===== config.mk =====
export PLATFORM = sky130hd
export DESIGN_NAME = status_frame_target_decoder_unit
export DESIGN_NICKNAME = d
export VERILOG_FILES = /design/src/hw/rtl/sftd_pkg.sv /design/src/hw/rtl/sftd_front.sv /design/src/hw/rtl/sftd_queue.sv /design/src/hw/rtl/sftd_back.sv /design/src/hw/rtl/status_frame_target_decoder_unit.sv
export SDC_FILE = /design/constraint.sdc
export NUM_CORES = 1
export LEC_CHECK = 0
export ABC_AREA = 1
export BUFFER_PORTS_ARGS = -buffer_cell sky130_fd_sc_hd__buf_2
export CAP_MARGIN = 20
export CORE_MARGIN = 1.5
export CORE_UTILIZATION = 49
export CTS_BUF_LIST = sky130_fd_sc_hd__clkbuf_4 sky130_fd_sc_hd__clkbuf_8 sky130_fd_sc_hd__clkbuf_16
export DETAILED_ROUTE_END_ITERATION = 8
export PLACE_DENSITY = 0.67
export SYNTH_ARGS = -nofsm -noshare
export SYNTH_HDL_FRONTEND = slang
export SYNTH_SLANG_ARGS = --single-unit

===== constraint.sdc =====
create_clock -name i_clk -period 8.3 [get_ports i_clk]
set_input_delay 1.245 -clock i_clk [delete_from_list [all_inputs] [get_ports i_clk]]
set_output_delay 1.245 -clock i_clk [all_outputs]
set_load 0.005 [all_outputs]

===== src/hw/rtl/sftd_pkg.sv =====
// sftd_pkg: shared types and constants of the status frame target decoder
// header bytes, phase and kind codes, the frame descriptor and config index codes
// no dependencies
package sftd_pkg;

    localparam logic [7:0] HDR_FIRST  = 8'h55;
    localparam logic [7:0] HDR_SECOND = 8'hAA;
    localparam logic [7:0] HDR_THIRD  = 8'hDC;
    localparam logic [7:0] LEN_MASK   = 8'h3F;
    localparam logic [5:0] MIN_LEN    = 6'd3;
    // a body of at least 22 bytes needs a length code of at least 25
    localparam logic [5:0] MIN_FULL_LEN = 6'd25;

    localparam logic [7:0]  EXPECTED_TYPE_RST = 8'h40;
    localparam logic [30:0] LAT_LIMIT_RST     = 31'd900000000;
    localparam logic [30:0] LON_LIMIT_RST     = 31'd1800000000;

    localparam int QDEPTH = 2;
    localparam int QPTR_W = 1;

    localparam logic [1:0] CFG_EXPECTED_TYPE = 2'd0;
    localparam logic [1:0] CFG_LAT_LIMIT     = 2'd1;
    localparam logic [1:0] CFG_LON_LIMIT     = 2'd2;

    typedef enum logic [2:0] {
        PH_SEARCH = 3'd0,
        PH_GOT1   = 3'd1,
        PH_GOT2   = 3'd2,
        PH_LEN    = 3'd3,
        PH_FRAME  = 3'd4
    } t_phase;

    typedef enum logic [2:0] {
        KIND_OK       = 3'd0,
        KIND_REJECT   = 3'd1,
        KIND_CSUM_BAD = 3'd2,
        KIND_OTHER    = 3'd3,
        KIND_SHORT    = 3'd4
    } t_kind;

    // frame outcome as the front end sees it; KIND_OK still awaits the limit check
    typedef struct packed {
        t_kind       kind;
        logic [31:0] lat;
        logic [31:0] lon;
        logic [15:0] alt;
        logic [31:0] count;
    } t_desc;

    typedef struct packed {
        logic [30:0] lat_limit;
        logic [30:0] lon_limit;
    } t_limits;

endpackage


===== src/hw/rtl/sftd_front.sv =====
// sftd_front: byte parser; hunts the header, tracks checksum and fields,
// hands the queue a descriptor per frame ended or too short, none if cut
// depends on sftd_pkg
module sftd_front (
    input  logic                i_clk,
    input  logic                i_rst_n,
    input  logic                i_accept,
    input  logic [7:0]          i_data_byte,
    input  logic                i_datagram_end,
    input  logic [7:0]          i_expected_type,
    output logic                o_push,
    output sftd_pkg::t_desc     o_desc
);

    sftd_pkg::t_phase r_phase, n_phase;
    logic [5:0]  r_len, n_len;
    logic [5:0]  r_pos, n_pos;
    logic [7:0]  r_xor, n_xor;
    logic [7:0]  r_type, n_type;
    logic [31:0] r_lat, n_lat;
    logic [31:0] r_lon, n_lon;
    logic [15:0] r_alt, n_alt;
    logic [31:0] r_count, n_count;

    logic [5:0] ln;
    logic [5:0] idx;
    logic       is_csum;

    assign ln      = 6'(i_data_byte & sftd_pkg::LEN_MASK);
    assign idx     = r_pos - 6'd1;
    assign is_csum = (r_pos == (r_len - 6'd2));

    // next state
    always_comb begin
        n_phase = r_phase;
        if (i_accept) begin
            unique case (r_phase)
                sftd_pkg::PH_SEARCH: begin
                    if (i_data_byte == sftd_pkg::HDR_FIRST) n_phase = sftd_pkg::PH_GOT1;
                end
                sftd_pkg::PH_GOT1: begin
                    if (i_data_byte == sftd_pkg::HDR_SECOND)     n_phase = sftd_pkg::PH_GOT2;
                    else if (i_data_byte == sftd_pkg::HDR_FIRST) n_phase = sftd_pkg::PH_GOT1;
                    else                                         n_phase = sftd_pkg::PH_SEARCH;
                end
                sftd_pkg::PH_GOT2: begin
                    if (i_data_byte == sftd_pkg::HDR_THIRD)      n_phase = sftd_pkg::PH_LEN;
                    else if (i_data_byte == sftd_pkg::HDR_FIRST) n_phase = sftd_pkg::PH_GOT1;
                    else                                         n_phase = sftd_pkg::PH_SEARCH;
                end
                sftd_pkg::PH_LEN: begin
                    n_phase = (ln < sftd_pkg::MIN_LEN) ? sftd_pkg::PH_SEARCH
                                                       : sftd_pkg::PH_FRAME;
                end
                sftd_pkg::PH_FRAME: begin
                    if (is_csum) n_phase = sftd_pkg::PH_SEARCH;
                end
                default: n_phase = sftd_pkg::PH_SEARCH;
            endcase
            // end of datagram always drops back to hunting
            if (i_datagram_end) n_phase = sftd_pkg::PH_SEARCH;
        end
    end

    // datapath and descriptor
    always_comb begin
        n_len   = r_len;
        n_pos   = r_pos;
        n_xor   = r_xor;
        n_type  = r_type;
        n_lat   = r_lat;
        n_lon   = r_lon;
        n_alt   = r_alt;
        n_count = r_count;
        o_push  = 1'b0;
        o_desc  = '{kind: sftd_pkg::KIND_SHORT, lat: 32'd0, lon: 32'd0,
                    alt: 16'd0, count: r_count};
        if (i_accept) begin
            unique case (r_phase)
                sftd_pkg::PH_LEN: begin
                    if (ln < sftd_pkg::MIN_LEN) begin
                        o_push = 1'b1;
                    end else begin
                        n_len  = ln;
                        n_xor  = i_data_byte;
                        n_pos  = 6'd0;
                        n_type = 8'd0;
                        n_lat  = 32'd0;
                        n_lon  = 32'd0;
                        n_alt  = 16'd0;
                    end
                end
                sftd_pkg::PH_FRAME: begin
                    if (is_csum) begin
                        o_push = 1'b1;
                        if (i_data_byte != r_xor) begin
                            o_desc.kind = sftd_pkg::KIND_CSUM_BAD;
                        end else if (r_type != i_expected_type) begin
                            o_desc.kind = sftd_pkg::KIND_OTHER;
                        end else begin
                            n_count      = r_count + 32'd1;
                            o_desc.count = n_count;
                            if (r_len >= sftd_pkg::MIN_FULL_LEN) begin
                                o_desc.kind = sftd_pkg::KIND_OK;
                                o_desc.lat  = r_lat;
                                o_desc.lon  = r_lon;
                                o_desc.alt  = r_alt;
                            end
                        end
                    end else begin
                        n_xor = r_xor ^ i_data_byte;
                        n_pos = r_pos + 6'd1;
                        if (r_pos == 6'd0) begin
                            n_type = i_data_byte;
                        end else begin
                            case (idx) inside
                                [6'd12:6'd15]: n_lat = {r_lat[23:0], i_data_byte};
                                [6'd16:6'd19]: n_lon = {r_lon[23:0], i_data_byte};
                                [6'd20:6'd21]: n_alt = {r_alt[7:0], i_data_byte};
                                default: ;
                            endcase
                        end
                    end
                end
                default: ;
            endcase
        end
    end

    always_ff @(posedge i_clk) begin
        if (!i_rst_n) begin
            r_phase <= sftd_pkg::PH_SEARCH;
            r_count <= 32'd0;
        end else begin
            r_phase <= n_phase;
            r_count <= n_count;
        end
    end

    always_ff @(posedge i_clk) begin
        r_len  <= n_len;
        r_pos  <= n_pos;
        r_xor  <= n_xor;
        r_type <= n_type;
        r_lat  <= n_lat;
        r_lon  <= n_lon;
        r_alt  <= n_alt;
    end

endmodule


===== src/hw/rtl/sftd_queue.sv =====
// sftd_queue: short descriptor queue between parser and result stage
// depends on sftd_pkg
module sftd_queue (
    input  logic            i_clk,
    input  logic            i_rst_n,
    input  logic            i_push,
    input  sftd_pkg::t_desc i_desc,
    input  logic            i_pop,
    output logic            o_full,
    output logic            o_empty,
    output sftd_pkg::t_desc o_head
);

    localparam int QPTR_CNT_W = sftd_pkg::QPTR_W + 1;
    localparam logic [QPTR_CNT_W-1:0] DEPTH_CNT = QPTR_CNT_W'(sftd_pkg::QDEPTH);

    sftd_pkg::t_desc r_mem [sftd_pkg::QDEPTH];
    logic [sftd_pkg::QPTR_W-1:0] r_wr, r_rd;
    logic [QPTR_CNT_W-1:0]       r_cnt;

    assign o_full  = (r_cnt == DEPTH_CNT);
    assign o_empty = (r_cnt == '0);
    assign o_head  = r_mem[r_rd];

    always_ff @(posedge i_clk) begin
        if (i_push) r_mem[r_wr] <= i_desc;
    end

    always_ff @(posedge i_clk) begin
        if (!i_rst_n) begin
            r_wr  <= '0;
            r_rd  <= '0;
            r_cnt <= '0;
        end else begin
            if (i_push) r_wr <= r_wr + 1'b1;
            if (i_pop)  r_rd <= r_rd + 1'b1;
            case ({i_push, i_pop})
                2'b10:   r_cnt <= r_cnt + 1'b1;
                2'b01:   r_cnt <= r_cnt - 1'b1;
                default: r_cnt <= r_cnt;
            endcase
        end
    end

endmodule


===== src/hw/rtl/sftd_back.sv =====
// sftd_back: result stage; applies the coordinate limits and holds the result
// in an output register under the output handshake
// depends on sftd_pkg
module sftd_back (
    input  logic                i_clk,
    input  logic                i_rst_n,
    input  logic                i_empty,
    input  sftd_pkg::t_desc     i_head,
    input  sftd_pkg::t_limits   i_limits,
    input  logic                i_ready,
    output logic                o_pop,
    output logic                o_valid,
    output logic [2:0]          o_frame_kind,
    output logic signed [31:0]  o_latitude,
    output logic signed [31:0]  o_longitude,
    output logic signed [15:0]  o_altitude,
    output logic [31:0]         o_good_frames
);

    typedef sftd_pkg::t_kind t_kind_alias;

    logic        r_valid;
    t_kind_alias r_kind;
    logic [31:0] r_lat, r_lon;
    logic [15:0] r_alt;
    logic [31:0] r_cnt;

    logic [31:0] mag_lat, mag_lon;
    logic        bad;
    sftd_pkg::t_kind n_kind;

    assign mag_lat = i_head.lat[31] ? (32'd0 - i_head.lat) : i_head.lat;
    assign mag_lon = i_head.lon[31] ? (32'd0 - i_head.lon) : i_head.lon;
    assign bad = ((i_head.lat == 32'd0) && (i_head.lon == 32'd0))
              || (mag_lat > {1'b0, i_limits.lat_limit})
              || (mag_lon > {1'b0, i_limits.lon_limit});

    always_comb begin
        n_kind = i_head.kind;
        if ((i_head.kind == sftd_pkg::KIND_OK) && bad) n_kind = sftd_pkg::KIND_REJECT;
    end

    assign o_pop = !i_empty && (!r_valid || i_ready);

    always_ff @(posedge i_clk) begin
        if (!i_rst_n) begin
            r_valid <= 1'b0;
        end else if (o_pop) begin
            r_valid <= 1'b1;
        end else if (i_ready) begin
            r_valid <= 1'b0;
        end
    end

    always_ff @(posedge i_clk) begin
        if (o_pop) begin
            r_kind <= n_kind;
            r_lat  <= i_head.lat;
            r_lon  <= i_head.lon;
            r_alt  <= i_head.alt;
            r_cnt  <= i_head.count;
        end
    end

    assign o_valid       = r_valid;
    assign o_frame_kind  = r_kind;
    assign o_latitude    = $signed(r_lat);
    assign o_longitude   = $signed(r_lon);
    assign o_altitude    = $signed(r_alt);
    assign o_good_frames = r_cnt;

endmodule


===== src/hw/rtl/status_frame_target_decoder_unit.sv =====
// status_frame_target_decoder_unit: top level of the status frame target decoder
// holds the config registers and joins parser, queue and result stage
// depends on sftd_pkg, sftd_front, sftd_queue, sftd_back
//
//  channel  | direction | handshake            | payload
//  ---------+-----------+----------------------+---------------------------------------
//  input    | in        | i_valid / o_ready    | i_data_byte, i_datagram_end
//  output   | out       | o_valid / i_ready    | o_frame_kind, o_latitude, o_longitude,
//           |           |                      | o_altitude, o_good_frames
//  config   | in        | i_cfg_we             | i_cfg_index, i_cfg_data
//
// one byte is taken each cycle while the queue has room; per byte the parser
// does a compare, an xor and a shift; a frame result goes through the queue
// into the output register, which it enters when the output register is free
// o_ready drops only while the two-entry descriptor queue is full
// a stalled output holds the queue; the parser keeps running until the queue fills
// synchronous active-low reset returns to hunting, clears the count and empties the queue
module status_frame_target_decoder_unit (
    input  logic                i_clk,
    input  logic                i_rst_n,
    // input transaction
    input  logic                i_valid,
    output logic                o_ready,
    input  logic [7:0]          i_data_byte,
    input  logic                i_datagram_end,
    // output transaction
    output logic                o_valid,
    input  logic                i_ready,
    output logic [2:0]          o_frame_kind,
    output logic signed [31:0]  o_latitude,
    output logic signed [31:0]  o_longitude,
    output logic signed [15:0]  o_altitude,
    output logic [31:0]         o_good_frames,
    // config writes
    input  logic                i_cfg_we,
    input  logic [1:0]          i_cfg_index,
    input  logic [30:0]         i_cfg_data
);

    // config registers
    logic [7:0]        r_expected_type;
    sftd_pkg::t_limits r_limits;

    always_ff @(posedge i_clk) begin
        if (!i_rst_n) begin
            r_expected_type    <= sftd_pkg::EXPECTED_TYPE_RST;
            r_limits.lat_limit <= sftd_pkg::LAT_LIMIT_RST;
            r_limits.lon_limit <= sftd_pkg::LON_LIMIT_RST;
        end else if (i_cfg_we) begin
            case (i_cfg_index)
                sftd_pkg::CFG_EXPECTED_TYPE: r_expected_type    <= i_cfg_data[7:0];
                sftd_pkg::CFG_LAT_LIMIT:     r_limits.lat_limit <= i_cfg_data;
                sftd_pkg::CFG_LON_LIMIT:     r_limits.lon_limit <= i_cfg_data;
                default: ; // index beyond the register list is ignored
            endcase
        end
    end

    // front end: accept and classify bytes
    logic            accept;
    logic            push;
    sftd_pkg::t_desc desc;

    // queue between front and back
    logic            q_full;
    logic            q_empty;
    logic            pop;
    sftd_pkg::t_desc head;

    // any byte may close a frame, so the front end only takes one while
    // the queue has room for a descriptor
    assign o_ready = !q_full;
    assign accept  = i_valid && o_ready;

    sftd_front u_front (
        .i_clk           (i_clk),
        .i_rst_n         (i_rst_n),
        .i_accept        (accept),
        .i_data_byte     (i_data_byte),
        .i_datagram_end  (i_datagram_end),
        .i_expected_type (r_expected_type),
        .o_push          (push),
        .o_desc          (desc)
    );

    sftd_queue u_queue (
        .i_clk   (i_clk),
        .i_rst_n (i_rst_n),
        .i_push  (push),
        .i_desc  (desc),
        .i_pop   (pop),
        .o_full  (q_full),
        .o_empty (q_empty),
        .o_head  (head)
    );

    // back end: limit check and output register
    sftd_back u_back (
        .i_clk         (i_clk),
        .i_rst_n       (i_rst_n),
        .i_empty       (q_empty),
        .i_head        (head),
        .i_limits      (r_limits),
        .i_ready       (i_ready),
        .o_pop         (pop),
        .o_valid       (o_valid),
        .o_frame_kind  (o_frame_kind),
        .o_latitude    (o_latitude),
        .o_longitude   (o_longitude),
        .o_altitude    (o_altitude),
        .o_good_frames (o_good_frames)
    );

endmodule


==> results of run 1 <==
-- how the worst min path moves through the flow --
| stage | start | endpoint | slack (ns) | cells past startpoint |
|---|---|---|---|---|
| after floorplan | u_queue.r_rd | register | 0.43 | 1 |
| after global placement | u_queue.r_rd | register | 0.43 | 1 |
| after CTS | r_limits[32] | r_limits[32] | 0.47 | 2 |
| final | r_limits[32] | r_limits[32] | 0.46 | 2 |
| after global routing | u_queue.r_cnt[1] | u_queue.r_cnt[1] | 0.49 | 1 |
| after detailed placement | u_queue.r_rd | register | 0.45 | 1 |
-- cells by family after synthesis --
family | after synthesis
AO/OA/AOI/OAI | 268
XOR/XNOR | 109
adder cells (fa/ha/maj) | 71
buffers and inverters | 421
flip-flops | 564
multiplexers | 1
AND/OR/NAND/NOR | 1073
-- critical path, delay by kind of cell (launching register included) --
family	cells	cell delay, ns
buffers and inverters	2	0.83
adder cells (fa/ha/maj)	2	0.50
flip-flops	1	0.78
AND/OR/NAND/NOR	13	2.08
AO/OA/AOI/OAI	3	0.56
-- metal layers --
metal | vias up | wire length [um]
met5 | - | 0
met4 | 0 | 1460
met3 | 85 | 3370
met2 | 462 | 27000
met1 | 8161 | 26500
li1 | 8579 | -
-- final cells by class --
cell class	count	area, um2	share of cell area, %
Clock inverter	30	259	0.909
Clock buffer	75	1590	5.57
Multi-Input combinational cell	1522	7740	27.2
Timing Repair Buffer	183	966	3.39
Tap cell	672	841	2.95
Sequential cell	564	15800	55.5
Inverter	339	1270	4.47
-- per-stage QoR --
step	cells	hold WS (ns)	instance area (um2)	worst slack (ns)
floorplan	2507	0.426	25100	0.632
CTS	3385	0.466	28500	3.28
global route	3385	0.493	28500	2.67
finish	3385	0.461	28500	3.24
detailed placement	3280	0.451	26600	3.28
global placement	3280	0.429	26600	3.42
-- state kept, by name (all words and copies together), names as in the netlist, named ones only --
| register | flops |
|---|---|
| u_queue.r_rd | 1 |
| r_limits | 62 |
| u_front.r_len | 6 |
| u_queue.r_wr | 1 |
| u_front.r_phase | 3 |
| u_front.r_count | 32 |
| u_front.r_type | 8 |
| u_queue.r_cnt | 2 |
| u_back.o_longitude | 32 |
| u_front.r_lon | 32 |
| u_queue.r_mem | 230 |
| u_front.r_lat | 32 |
| r_expected_type | 8 |
| u_back.o_altitude | 16 |
| u_front.r_pos | 6 |
| u_back.o_frame_kind | 3 |
| u_front.r_xor | 8 |
| u_back.o_latitude | 32 |
| u_front.r_alt | 16 |
| u_back.o_good_frames | 32 |
| u_back.o_valid | 1 |
-- synthesized netlist by cell type, drive strengths merged --
cell	number
o211ai	27
and3	1
a211oi	1
inv	337
a31oi	3
clkbuf	66
o21ai	117
buf	16
o211a	1
dfxtp	111
nand3b	3
mux2i	1
a2111oi	1
nand3	42
ha	71
xor2	80
nor4b	1
nor4	13
a21o	2
nor2	259
nor3	84
nor3b	2
or2	6
edfxtp	453
clkinv	2
xnor2	29
nand4	33
a21oi	112
o31ai	3
o221ai	1
nand2	629
-- where the power goes --
part / switching [mW] / total, mW / internal (mW)
clock: 1.08 / 2.52 / 1.44
combinational: 1.31 / 1.97 / 0.662
sequential: 0.0902 / 3.42 / 3.33
total: 2.48 / 7.92 / 5.44
==> metrics.md, run 1 <==
| Metric | Value |
|---|---|
| DR vias | about 17000 |
| CP peak stage delay | around 0.8 ns |
| Syn nets | 2625 |
| Worst path slowest cell | dfxtp_4 |
| Ant diodes | 0 |
| CTS sink cnt | ~560 |
| Vias per cell | approximately 5.1 |
| CP most frequent cell | nand2_1 |
| Critical Path Sink | u_back.o_frame_kind[0] |
| Wirelength per Cell | between 15 and 20 um |
| GPL Wtd Cong | approximately 0.9 |
| Worst R2R Setup Slack | between 3 and 4 ns |
| Layout cell share with drive strength beyond 1 | between 10% and 20% |
| Met1 Use GR | 30.7% |
| Die height | between 200 and 250 um |
| Die X-Extent | roughly 230 um |
| Mux contribution to synthesized area | less than 1% |
| Final setup fails | 0 |
| Dpl hpwl | 40200 um |
| I/O pins | between 150 and 200 |
| Global-route wire length before repair | around 92000 um |
| Compound-gate portion of the synthesized area | ~5.8% |
| Type of origin of the critical path | register |
| CTS Buf Count | 56 |
| Synth warnings | 0 |
| Unrepaired setup endpoints after global routing | false |
| Filler Cell Count | between 4000 and 5000 |
| Number of cells produced by synthesis | 2507 |
| Synth top area share | a little over half |
| H-tree depth | 2 |
| Hold-fix buffers at CTS | 0 |
| Adder-Cell Fraction of Synth Area | under 10% |
| TritonCTS clock tree | done |
| Area grow syn2layout | 13.4% |
| Pwr Density | between 200 and 300 nW/um2 |
| Crit path DAT | 5.41 ns |
| R2R Path End | u_back.o_frame_kind[0] |
| Max Slew Vio Count | 0 |
| FF+latch count, synth | between 500 and 600 |
| Remaining DRCs | 0 |
| Crit path cell chain | buf_4, nand2_1, o21ai_1, ha_1, inv_1, nor3_2, nand4_1, nor2_2, nand4_1, o211ai_1, nand2_1, ha_1, and3_1, nand2_1, nor4b_1, nand4_1, a21oi_1, nand2_1, nand2_1, nand2_1 |
| Port bufs | between 150 and 200 |
| DIE AREA | around 53000 um2 |
| Final core utilization | between 50% and 60% |
| Register area share after synthesis | 63.0% |
| Nets | 2784 |
| Setup TNS | 0 ns |
| Total track usage | between 20% and 30% |
| Congestion Overflow GR | 0 |
| Fin crit share | 61.0% |
| CTS root buffer | clkbuf_16 |
| Area of the core | slightly above 50000 um2 |
| Initial Util | between 40% and 50% |
| Largest family of logic cells by synthesized area | simple AND/OR/NAND/NOR gates |
| Leak pwr | roughly 12 nW |
| Synth Area in Simple Gates | 17.5% |
| Post-CTS setup buffer count | 0 |
| Worst Tran Pin Value | 1.08 ns |
| Synth area leaders | edfxtp_1 54%, nand2_1 9.4%, dfxtp_1 8.8%, inv_1 4.9%, nor2_1 3.8% |
| Most common cell after layout, fill and taps aside | nand2_1 |
| Final hold vios | 0 |
| Worst-path clk slew | around 0.060 ns |
| Iter 0 DRT Violations | roughly 1200 |
| Required @ worst endpoint | between 8 and 9 ns |
| Core Rows | 82 |
| Vias in the first global route | around 17000 |
| Crit end category | register |
| Clock Path Buffers | 3 |
| Largest net degree at the start of global routing | between 70 and 80 |
| Routed Antenna Nets | 0 |
| Post-Synth XOR/XNOR Area | around 3.8% |
| CTS resizes | 0 |
| Setup Crit Path Kind | reg -> reg |
| Syn Area/Cell | 10.0 um2 |
| Crit-path max FO | 73 |
| Mapped Area | 25100 um2 |
| Relative slew slack | between 20% and 30% |
| Top Usage Layer GRT | met2 |
| Clock skew | between 0.015 and 0.02 ns |
| Max-Cap Viols | 0 |
| Fmax | slightly below 200 MHz |
| Worst vdd ir | ~0.00016 V |
| Initial antenna violation count | 0 |
| Status | completed |
| Met2 usage | around 35% |
| Worst Hold Class | reg -> reg |
| Pwr Total | between 7 and 8 mW |
| Initial DRT Pass Iterations | 5 |
| Worst reg2reg path depth | 20 |
| Period minus WS final | slightly above 5 ns |
| Grt met3 use | ~4.0% |
| Cell taking the most area after synthesis | edfxtp_1 |
| Clock latency on the worst-skew pair | approximately 0.62 ns |
| Most frequent cells in the layout | 629 x nand2_1, 453 x edfxtp_1, 330 x inv_1 |
| Total Wirelength | just under 60000 um |
| Netlist cell types | 44 |
Note: power is estimated with default switching activity, not from simulation.
==> run 2, diff against run 1 <==
Settings changed: PLACE_DENSITY 0.67 to 0.69.
Clock period 8.3 ns to 4.4 ns, I/O delays scaled along.
==> run 2 against run 1 <==
Effect of this change:
- fmax up 30%
- via count up 1.7%
- flip-flop and latch count unchanged
- critical path depth up 1
- clock power up 96%
- total power up 93%
- highest routed layer unchanged
==> metrics.md, run 2 (synthesis results as in run 1) <==
| Metric | Value |
|---|---|
| Area of placed instances | about 27000 um2 |
| Clock Path Buffers | 3 |
| Worst-path clk slew | about 0.06 ns |
| Clock latency on the worst-skew pair | 0.63 ns |
| DR vias | around 18000 |
| Vias in the first global route | between 15000 and 20000 |
| Worst Tran Pin Value | about 1.0 ns |
| Final setup fails | 0 |
| Die height | about 230 um |
| Clock skew | 0.0261 ns |
| Total track usage | 22.4% |
| Final WS setup | 0.496 ns |
| Psw | 4.80 mW |
| TritonCTS clock tree | done |
| Crit-path max FO | 23 |
| I/O pins | approximately 160 |
| Period minus WS final | around 4 ns |
| Global-route wire length before repair | 92700 um |
| Hold slack | ~0.28 ns |
| Layout Cells excl Fill | around 3400 |
| Final core utilization | between 50% and 60% |
| Crit path DAT | 4.27 ns |
| Congestion Overflow GR | 0 |
| Required @ worst endpoint | 4.76 ns |
| Fmax | 256 MHz |
| Area of the core | ~50000 um2 |
| Initial Util | between 40% and 50% |
| Pwr Density | about 530 nW/um2 |
| Type of origin of the critical path | register |
| DIE AREA | between 50000 and 60000 um2 |
| Layout cell share with drive strength beyond 1 | between 10% and 20% |
| Fin crit share | around nine tenths |
| Setup Crit Path Kind | reg -> reg |
| Worst vdd ir | around 0.00076 V |
| Top Registers | u_queue.r_mem (230), r_limits (62) |
| Remaining DRCs | 0 |
| Part of the power in the clock network | between 30% and 40% |
| Initial DRT Pass Iterations | 5 |
| Iter 0 DRT Violations | 1370 |
| Worst Hold Class | in -> reg |
| Crit end category | register |
| Area grow syn2layout | 14.2% |
| GPL Wtd Cong | ~0.87 |
| Port bufs | 163 |
| Max-Cap Viols | 0 |
| Total Wirelength | approximately 59000 um |
| Initial antenna violation count | 0 |
| Die X-Extent | about 230 um |
| Most common cell after layout, fill and taps aside | nand2_1 |
| Setup TNS | 0 ns |
| Routed Antenna Nets | 0 |
| CTS root buffer | clkbuf_16 |
| Pwr Total | around 15 mW |
| Largest net degree at the start of global routing | 120 |
| Relative slew slack | a little under a third |
| Vias per cell | 5.18 |
| Core Rows | a little over 80 |
| Cells after DPL | about 3300 |
| CTS sink cnt | ~560 |
| Pint | 10.5 mW |
| CTS Buf Count | 56 |
| Largest Register | u_queue.r_mem |
| Nets | ~2800 |
| Final hold vios | 0 |
| H-tree depth | 2 |
| Status | completed |
| Max Slew Vio Count | 0 |
| HP Start | i_data_byte[0] |
| Most frequent cells in the layout | 629 x nand2_1, 453 x edfxtp_1, 330 x inv_1 |
| Sequential share of power | 42.1% |
| Wirelength per Cell | 17.3 um |
| DP Worst Slack | approximately 0.37 ns |
| Max FFs per register | 230 |
| CTS resizes | 0 |
| Post-CTS setup buffer count | 0 |
| Unrepaired setup endpoints after global routing | false |
| Sw Ratio | a little under a third |
| Ant diodes | 0 |
| Leak pwr | about 12 nW |
| Fin area | around 29000 um2 |
| Hold-fix buffers at CTS | 0 |
| Comb pwr share | between 20% and 30% |
| Dpl hpwl | between 40000 and 50000 um |
==> run 2: cell count changes in the layout (fill, tap and decap cells not counted), sizes merged <==
cell	delta
clkinvlp	+1
bufinv	-1
buf	+5
clkinv	-7
inv	+1
clkbuf	+8
==> run 2: metal layers <==
| metal | routed length [um] | share of wire [%] | track usage [%] | vias to the layer above |
|---|---|---|---|---|
| li1 | - | - | - | 8598 |
| met1 | 25900 | 44 | 31.1 | 8326 |
| met2 | 27200 | 46 | 35.8 | 542 |
| met3 | 3870 | 6.6 | 3.59 | 107 |
| met4 | 1760 | 3.0 | 7.71 | 0 |
| met5 | 0 | 0 | 0 | - |
==> run 2: power groups by stage <==
stage	clock [mW]	combinational [mW]	sequential [mW]
floorplan	0	2.55	6.55
global placement	0	3.70	6.54
detailed placement	0	3.82	6.55
CTS	5.04	3.87	6.44
global route	5.24	4.42	6.47
finish	4.95	3.89	6.44
==> run 2: cell type report <==
type	instances	area, um2
clock buffer	82	1750
multi-input combinational	1522	7750
fill	4326	21700
sequential	564	15800
tap	672	841
timing repair buffer	189	1070
inverter	339	1270
clock inverter	24	201
==> run 2: worst paths after layout <==
kind	to	slack, ns	cells after the start
setup / recovery	u_back.o_frame_kind[0]	0.50	21
hold / removal	u_front.r_len[0]	0.28	1
setup reg to reg	u_back.o_frame_kind[0]	0.50	21
hold reg to reg	r_limits[13]	0.46	2
==> run 2: critical path: stages (launching register included) <==
cell      delay [ns]
dfxtp_4         0.49
inv_2           0.15
nand2_1         0.08
nand2_1         0.08
inv_1           0.08
ha_1            0.15
inv_1           0.06
nor3_2          0.30
nand4_1         0.25
nor2_2          0.19
nand4_1         0.15
o211ai_1        0.19
nand2_1         0.07
ha_1            0.29
and3_1          0.18
nand2_1         0.09
nor4b_2         0.28
nand4_1         0.13
a21oi_1         0.23
nand2_1         0.09
nand2_1         0.06
nand2_1         0.04
==> run 3, diff against run 2 <==
Settings changed: ABC_AREA 1 to not set, CORE_ASPECT_RATIO set to 0.7.
==> run 3 against run 2 <==
Effect of this change:
- sequential share of layout area down 0.65 points
- design area up 1.2%
- worst setup slack worse by 0.48 ns
- count of clock-buffer cells in the layout down 14
- core utilization up 1.5 points
- synthesized area down 1.1%
- non-clock buffer count up 49
- hold slack better by 0.028 ns
- sequential power down 4.7%
- clock skew down 0.0051 ns
- via count down 7.2%
- final cell count down 15%
==> metrics.md, run 3 <==
| Metric | Value |
|---|---|
| Netlist cell types | 70 |
| R2R Path End | u_back.o_frame_kind[0] |
| Worst reg2reg path depth | 14 |
| Initial DRT Pass Iterations | 6 |
| Synth area leaders | edfxtp_1 55%, dfxtp_1 8.9%, mux2_2 4.0%, ha_1 3.6%, nand2_1 2.7% |
| Syn nets | about 2100 |
| Iter 0 DRT Violations | around 1800 |
| Fmax | approximately 230 MHz |
| FF+latch count, synth | between 500 and 600 |
| Most common cell after layout, fill and taps aside | edfxtp_1 |
| Routed Antenna Nets | 0 |
| Port bufs | between 150 and 200 |
| Syn Area/Cell | 12.7 um2 |
| CP peak stage delay | 0.65 ns |
| HP Start | i_cfg_data[19] |
| Crit-path max FO | 3 |
| Dpl hpwl | 43200 um |
| Worst path slowest cell | or4b_2 |
| Wirelength per Cell | approximately 21 um |
| Top Registers | u_queue.r_mem (230), r_limits (62) |
| Hold-fix buffers at CTS | 0 |
| Worst Hold Class | in -> reg |
| Nets | 2282 |
| Async SR Flop Fraction | 0% |
| Period minus WS final | around 4.4 ns |
| Initial Util | 50.0% |
| TritonCTS clock tree | done |
| Type of origin of the critical path | register |
| Worst path top cell family by delay | simple AND/OR/NAND/NOR gates |
| CP bufs+invs | 2 |
| DR vias | 16300 |
| Post-synth EDFFs | between 400 and 500 |
| Mapped Area | about 25000 um2 |
| Clock latency on the worst-skew pair | around 0.61 ns |
| Remaining DRCs | 0 |
| Hold slack | 0.303 ns |
| Largest net degree at the start of global routing | 100 |
| Area of placed instances | 26800 um2 |
| I/O pins | between 150 and 200 |
| Layout cell share with drive strength beyond 1 | between 20% and 30% |
| Total Wirelength | a little over 60000 um |
| Largest Register | u_queue.r_mem |
| Fin crit share | about 100% |
| Global-route wire length before repair | around 90000 um |
| Synth top cells by count | 453 x edfxtp_1, 176 x nand2_1, 120 x a21oi_1 |
| Max FFs per register | 230 |
| Leak pwr | 11.1 nW |
| Worst vdd ir | between 0.0002 and 0.0003 V |
| Hold Crit Depth | 3 |
| Crit end category | register |
| Clock skew | about 0.021 ns |
| Most common flop cell mapped by yosys | edfxtp_1 |
| Vias per cell | between 5 and 6 |
| Area grow syn2layout | 16.8% |
| Final hold vios | 0 |
| Number of cells produced by synthesis | between 1500 and 2000 |
| CTS sink cnt | between 500 and 600 |
| Die X-Extent | approximately 270 um |
| Area of the core | approximately 50000 um2 |
| Worst Tran Pin Value | between 0.9 and 1 ns |
| Die height | between 150 and 200 um |
| Most frequent cells in the layout | 453 x edfxtp_1, 176 x nand2_1, 163 x buf_2 |
| GPL Wtd Cong | between 0.9 and 1 |
| Relative slew slack | about two fifths |
| Worst-path clk slew | ~0.060 ns |
| Total track usage | about 23% |
| Setup Crit Path Kind | reg -> reg |
| Most frequent cell after synthesis | edfxtp_1 |
| Unrepaired setup endpoints after global routing | true |
| Clock Path Buffers | 3 |
| Crit path DAT | roughly 4.7 ns |
| Max Slew Vio Count | 0 |
| DIE AREA | 52100 um2 |
| Vias in the first global route | between 15000 and 20000 |
| CTS Buf Count | 52 |
| Cell taking the most area after synthesis | edfxtp_1 |
| Fin area | 29100 um2 |
| Register area share after synthesis | roughly 64% |
| Ant diodes | 0 |
| Final setup fails | 0 |
| Synth warnings | 0 |
| Synth top area share | around 55% |
| Congestion Overflow GR | 0 |
| Max-Cap Viols | 0 |
| Status | completed |
| Initial antenna violation count | 3 |
| H-tree depth | 2 |
| Crit path cell chain | buf_6, or4_4, a222oi_1, buf_4, nand3_4, o21ai_0, xnor2_1, ha_1, nand4_1, or3_4, a21oi_1, or4b_2, and3b_1, o41a_1 |
| Pwr Total | between 10 and 15 mW |
| Core Rows | slightly below 70 |
| CTS root buffer | clkbuf_16 |
| Pwr Density | approximately 500 nW/um2 |
| Worst R2R Setup Slack | around 0.018 ns |
| WHS Endpoint | r_limits[19] |
| Required @ worst endpoint | approximately 4.7 ns |
## run 3: cell types whose count changed in the layout (fill, tap and decap cells not counted), sizes merged, moves of 37 or more
| cell | previous run | this run |
|---|---|---|
| nand2 | 629 | 176 |
| inv | 340 | 107 |
| nor2 | 259 | 71 |
| and2 | 0 | 90 |
| mux2 | 0 | 88 |
| o21ai | 117 | 40 |
| and3 | 1 | 77 |
| nor3 | 84 | 29 |
| buf | 188 | 237 |
| xor2 | 80 | 35 |
| mux2i | 1 | 42 |
| xnor2 | 29 | 66 |
## run 3: cells by family (layout without fill, tap and decap cells)
family                   Yosys count  count (layout)  share of synthesized area (%)
AND/OR/NAND/NOR                  636             636                           13.8
flip-flops                       564             564                           63.6
AO/OA/AOI/OAI                    268             268                           6.69
buffers and inverters            192             438                           3.06
multiplexers                     130             130                           5.68
XOR/XNOR                         101             101                           3.56
adder cells (fa/ha/maj)           71              71                           3.57
## run 3: layer usage
layer  global-route usage, %  up-vias  wire, um
met5                       0        -         0
met1                    36.5     7973     29400
met2                    32.4      651     25700
li1                        -     7609         -
met4                    5.00        0       848
met3                    4.90       66      5590
## run 3: cell type report
cell class | count | area (um2)
clock inverters | 30 | 360
flip-flops and latches | 564 | 15800
multi-input cells | 1206 | 8650
repair buffers | 238 | 1510
well taps | 665 | 832
inverters | 102 | 383
clock buffers | 68 | 1490
fillers | 3917 | 20600
## run 3: timing repair
| item | CTS | global route |
|---|---|---|
| endpoints found under the setup margin | 1 | 1 |
| gates resized for setup | 3 | 49 |
| setup buffers | 3 | 11 |
| gates cloned | 0 | 1 |
| pin swaps | 3 | 23 |
## run 3: worst max-delay path by stage
stage,slack (ns),depth (start not counted),startpoint,end
after floorplan,-1.11,5,i_data_byte[4],u_queue.r_mem[0][0]
after global placement,-0.02,15,u_queue.r_mem[1][50],u_back.o_frame_kind[0]
after detailed placement,-0.07,14,u_queue.r_mem[1][48],u_back.o_frame_kind[0]
after CTS,0.001,15,u_queue.r_mem[0][48],u_back.o_frame_kind[0]
after global routing,-0.1,15,register,u_back.o_frame_kind[0]
final,0.02,14,register,u_back.o_frame_kind[0]
## run 3: where the power goes
| part | switching (mW) | internal [mW] | leakage [nW] | total, mW |
|---|---|---|---|---|
| Combinational | 2.09 | 1.55 | 5.21 | 3.63 |
| Clock | 1.99 | 2.86 | 0.917 | 4.85 |
| Sequential | 0.0742 | 6.07 | 5.00 | 6.14 |
## run 3: worst register-to-register path: cells and delay by family (launching register included)
kind / cells / cell delay, ns
AO/OA/AOI/OAI: 4 / 1.17
XOR/XNOR: 1 / 0.19
adder cells (fa/ha/maj): 1 / 0.28
buffers and inverters: 2 / 0.35
flip-flops: 1 / 0.36
AND/OR/NAND/NOR: 6 / 1.79
## run 3: metrics by stage
stage / worst slack [ns] / std cells / setup TNS [ns] / utilization, %
3_5_place_dp: -0.0718 / 2760 / -0.0718 / 53.9
5_1_grt: -0.0952 / 2873 / -0.0952 / 58.5
6_report: 0.0177 / 2873 / 0 / 58.5
4_1_cts: 0.00120 / 2861 / 0 / 57.7
2_1_floorplan: -1.11 / 1962 / -255.03 / -
3_3_place_gp: -0.0171 / 2760 / -0.0171 / 53.9
